===== config.mk =====
export PLATFORM = sky130hd
export DESIGN_NAME = idpa_ctrl
export DESIGN_NICKNAME = d
export VERILOG_FILES = /design/src/rtl/core/idpa_pkg.sv /design/src/rtl/core/idpa_ctrl.sv
export SDC_FILE = /design/constraint.sdc
export NUM_CORES = 1
export LEC_CHECK = 0
export CELL_PAD_IN_SITES_DETAIL_PLACEMENT = 1
export CELL_PAD_IN_SITES_GLOBAL_PLACEMENT = 1
export CORE_AREA = 2 2 39 41
export DETAILED_ROUTE_END_ITERATION = 10
export DIE_AREA = 0 0 41 43
export DONT_BUFFER_PORTS = 1
export GPL_TIMING_DRIVEN = 0
export PLACE_DENSITY = 0.3
export SYNTH_ARGS = -nofsm -noshare
export SYNTH_HDL_FRONTEND = slang
export SYNTH_SLANG_ARGS = --single-unit

===== constraint.sdc =====
create_clock -name clk -period 1 [get_ports clk]
set_input_delay 0.05 -clock clk [delete_from_list [all_inputs] [get_ports clk]]
set_output_delay 0.05 -clock clk [all_outputs]
set_load 0.03 [all_outputs]

===== src/rtl/core/idpa_pkg.sv =====
package idpa_pkg;

	localparam int CNT_W     = 11;
	localparam int TGT_W     = 11;
	localparam int MODE_W    = 3;
	localparam int ID_OUT_W  = 10;
	localparam int GRP_SIZE  = 32;
	localparam int GRP_W     = 5;
	localparam int IN_DATA_W  = 16;
	localparam int OUT_DATA_W = 40;

	localparam logic [CNT_W-1:0] COUNT_MAX   = 11'h7FF;
	localparam logic [CNT_W-1:0] MAX_IDS_RST = 11'd1024;

	localparam logic [MODE_W-1:0] MODE_CREATE  = 3'd0;
	localparam logic [MODE_W-1:0] MODE_DEL_ONE = 3'd1;
	localparam logic [MODE_W-1:0] MODE_DEL_ALL = 3'd2;
	localparam logic [MODE_W-1:0] MODE_QUERY   = 3'd3;
	localparam logic [MODE_W-1:0] MODE_FINISH  = 3'd4;

	localparam logic [1:0] STS_OK      = 2'd0;
	localparam logic [1:0] STS_INVALID = 2'd1;
	localparam logic [1:0] STS_FULL    = 2'd2;

	localparam logic [1:0] ID_IN_USE   = 2'd0;
	localparam logic [1:0] ID_DELETING = 2'd1;
	localparam logic [1:0] ID_UNUSED   = 2'd2;
	localparam logic [1:0] ID_INVALID  = 2'd3;

	typedef enum logic [2:0] {
		S_IDLE,
		S_PRE1,
		S_PRE2,
		S_APPLY,
		S_POST1,
		S_POST2,
		S_RESP
	} state_t;

	typedef struct packed {
		logic load_in;
		logic apply;
		logic load_out;
	} cmd_t;

	typedef struct packed {
		logic out_busy;
	} sts_t;

endpackage


===== src/rtl/core/idpa_ctrl.sv =====
module idpa_ctrl (
	input  logic             clk,
	input  logic             arst_n,
	input  logic             s_tvalid,
	output logic             s_tready,
	input  idpa_pkg::sts_t   sts,
	output idpa_pkg::cmd_t   cmd
);

	idpa_pkg::state_t state_q, state_d;

	always_ff @(posedge clk or negedge arst_n) begin
		if (!arst_n) begin
			state_q <= idpa_pkg::S_IDLE;
		end else begin
			state_q <= state_d;
		end
	end

	always_comb begin
		state_d = state_q;
		case (state_q)
			idpa_pkg::S_IDLE: begin
				if (s_tvalid) begin
					state_d = idpa_pkg::S_PRE1;
				end
			end
			idpa_pkg::S_PRE1:  state_d = idpa_pkg::S_PRE2;
			idpa_pkg::S_PRE2:  state_d = idpa_pkg::S_APPLY;
			idpa_pkg::S_APPLY: state_d = idpa_pkg::S_POST1;
			idpa_pkg::S_POST1: state_d = idpa_pkg::S_POST2;
			idpa_pkg::S_POST2: state_d = idpa_pkg::S_RESP;
			idpa_pkg::S_RESP: begin
				if (!sts.out_busy) begin
					state_d = idpa_pkg::S_IDLE;
				end
			end
			default: state_d = idpa_pkg::S_IDLE;
		endcase
	end

	always_comb begin
		s_tready     = 1'b0;
		cmd.load_in  = 1'b0;
		cmd.apply    = 1'b0;
		cmd.load_out = 1'b0;
		case (state_q)
			idpa_pkg::S_IDLE: begin
				s_tready    = 1'b1;
				cmd.load_in = s_tvalid;
			end
			idpa_pkg::S_APPLY: cmd.apply = 1'b1;
			idpa_pkg::S_RESP:  cmd.load_out = !sts.out_busy;
			default: begin
			end
		endcase
	end

endmodule


==> impl_metrics.ini <==
[run_status]
status = finished with violations
violations = negative setup slack

[sta]
worstMarginPinSlew_ns = 0.3879
fin_setup_tns_ns = -0.9606
finalClockSkew_ns = 0.0008239
finalSetupViolCount = 6
slew_headroom_pct = 74.05
maxSlewViolCount = 0
fmax_mhz = 735.6
post-route-period-util_pct = 135.9
hold_viol = 0
period_needed_ns = 1.359
rsz0062_at_grt = true
setup_ws_ns = -0.3594

[die]
io_pins = 8
core_mm2 = 0.001384
die_w_um = 41
initial_core_util_pct = 11.93
die_h_um = 43
die_area_mm2 = 0.001763
rows = 14

[clocking]
ctsHtreeMaxLevel = 1
clk_pin_slew_worst_paths_ns = 0.04
cts_inserted_buffers = 3
cts_sinks = 3
cts.path.max_buffers = 2
clk_latency_ns = 0.23
cts_tree = yes
root_buffer = clkbuf_4

[placement]
gp_congestion = 0.6117
portBuffers = 0
dpl.cell_count = 33

[synthesis]
synth.largest_area_cell = dfrtp_1
synth_seq_cells = 3
synth_cell_types = 13
syn_area_um2 = 165.2
ys_warn_count = 0
syn_nets = 21
yosys.area.top_type_share_pct = 45.45
syn_inst = 17
synth-seq-area-share_pct = 45.45
synthTopCellsByArea = dfrtp_1 45%, nand2b_1 11%, nor3b_2 7.6%
syn_area_per_cell_um2 = 9.715

[routing]
via_per_inst = 4.023
drt-pass1-iter-count = 3
drtAntennaViolNets = 0
wire_per_inst_um = 11.07
drt-total-wl_um = 487
num_vias = 177
drt_iter0_markers = 5
drc_errors = 0

[power]
vdd_drop_max_mv = 1.169
pwr_density_cell_mw_per_mm2 = 3640
sw_frac_of_total_pct = 43.16
p_sw_uw = 471.8
seq_power_share_pct = 29.5
power_frac_comb_pct = 51.2
power.share.clock_pct = 19.3
p_leak_uw = 0.0001165
finalPower_uw = 1093
intPower_uw = 621.4

[min_path]
hp-class = primary input to flop
whs_path_depth = 2

[final_layout]
largestRegisters = state_q (3)
finalNonFillerCells = 44
largest-register = state_q
diodes = 0
largest_register_ffs = 3
utilization_pct = 21.70
drive_above_1_share_pct = 57.14
nNetsFinal = 33
area_growth_pct = 81.82

[setup_path]
path_buf_inv = 0
crit_path_end_kind = output port
cp_cell_sequence = nor3_4, and2_4
cpLargestDelayFamily = simple AND/OR/NAND/NOR gates
critPathArrivalTime_ns = 1.31
slowest_stage = dfrtp_2
crit_path_max_incr_delay_ns = 0.42
start_kind = flop
worst-path-stages = 2
crit_fanout = 2
path_class = flop to output port
cp_data_required_time_ns = 0.95
worst-r2r-cell-count = 4

[global_route]
grt_pass1_vias = 197
gr-total-overflow = 0
grt_pass1_wl_um = 814
track_usage_pct = 7.129
antenna_found_initial = 0
grt_max_degree = 9

[job]
cap_violations = 0
## worst paths after layout
| check | endpoint | slack (ns) | from |
|---|---|---|---|
| min in group asynchronous | state_q[0]$_DFFE_PN0P_ | 0.07 | arst_n |
| max in group asynchronous | state_q[2]$_DFFE_PN0P_ | 0.77 | arst_n |
| worst max-delay path | cmd[2] | -0.36 | state_q[1]$_DFFE_PN0P_ |
| worst min-delay path | state_q[0]$_DFFE_PN0P_ | 0.04 | s_tvalid |
| worst max register to register | state_q[0]$_DFFE_PN0P_ | -0.10 | state_q[1]$_DFFE_PN0P_ |
| worst min register to register | state_q[0]$_DFFE_PN0P_ | 0.61 | state_q[2]$_DFFE_PN0P_ |
## cells in the final DEF, fill, tap and decap left out
master	count
nor3_4	1
dlygate4sd3_1	2
clkbuf_1	1
nand2b_1	3
nor3b_4	1
and2_4	1
o21ai_1	1
nor2_4	1
a211oi_1	1
buf_4	5
a21oi_1	1
nor3_2	1
a31oi_1	1
nor2b_1	1
nand2_1	1
dfrtp_2	3
clkbuf_4	3
## synth_stat cells
master,count
a31oi_1,1
nand2b_1,3
nor3_1,1
dfrtp_1,3
nor2_1,1
nor3_2,1
and2_1,1
nor3b_2,1
nand2_1,1
a211oi_1,1
o21ai_1,1
a21oi_1,1
nor2b_1,1
## power groups by stage
stage,combinational (uW),clock [uW],sequential [uW]
5_1_grt,613,234,335
3_3_place_gp,310,0,344
6_report,560,211,322
4_1_cts,477,220,319
3_5_place_dp,314,0,340
2_1_floorplan,287,0,304
## worst register-to-register path, cell delays in order, from the launching register on
cell and delay (ns):
dfrtp_2 0.42, buf_4 0.15, buf_4 0.15, nor3_2 0.17, a211oi_1 0.08
## metrics by stage
step | hold slack (ns) | area (um2) | setup WS, ns
2_1_floorplan | -0.2456 | 175.2 | -0.1256
3_3_place_gp | -0.2455 | 195.2 | -0.1984
3_5_place_dp | -0.2455 | 195.2 | -0.2025
4_1_cts | 0.05525 | 275.3 | -0.3739
5_1_grt | 0.05308 | 300.3 | -0.4107
6_report | 0.03577 | 300.3 | -0.3594
## cell families after synthesis
group / Yosys count / share of synthesized area, %
compound gates: 4 / 14.39
simple gates: 10 / 40.15
flops: 3 / 45.45
## layout make-up
type	instances	area, um2
Sequential cell	3	78.83
Tap cell	16	20.02
Fill cell	167	1084
Timing Repair Buffer	7	57.56
Clock buffer	4	26.28
Multi-Input combinational cell	14	117.6
## per-layer routing
metal  GRT usage (%)  vias up  part of all wire, %
li1                -       82                    -
met1           9.003       91                   42
met2           8.750        4                   55
met3           4.712        0                  2.7
met4           4.000        0                    0
met5               0        -                    0
## timing repair
action / 4_1_cts / 5_1_grt
setup endpoints to repair: 4 / 7
hold buffers: 2 / 0
hold endpoints to repair: 5 / 0
gates resized for setup: 4 / 2
pin swaps: 2 / 0
setup buffers: 3 / 2
Power figures use the tool's default switching activity.
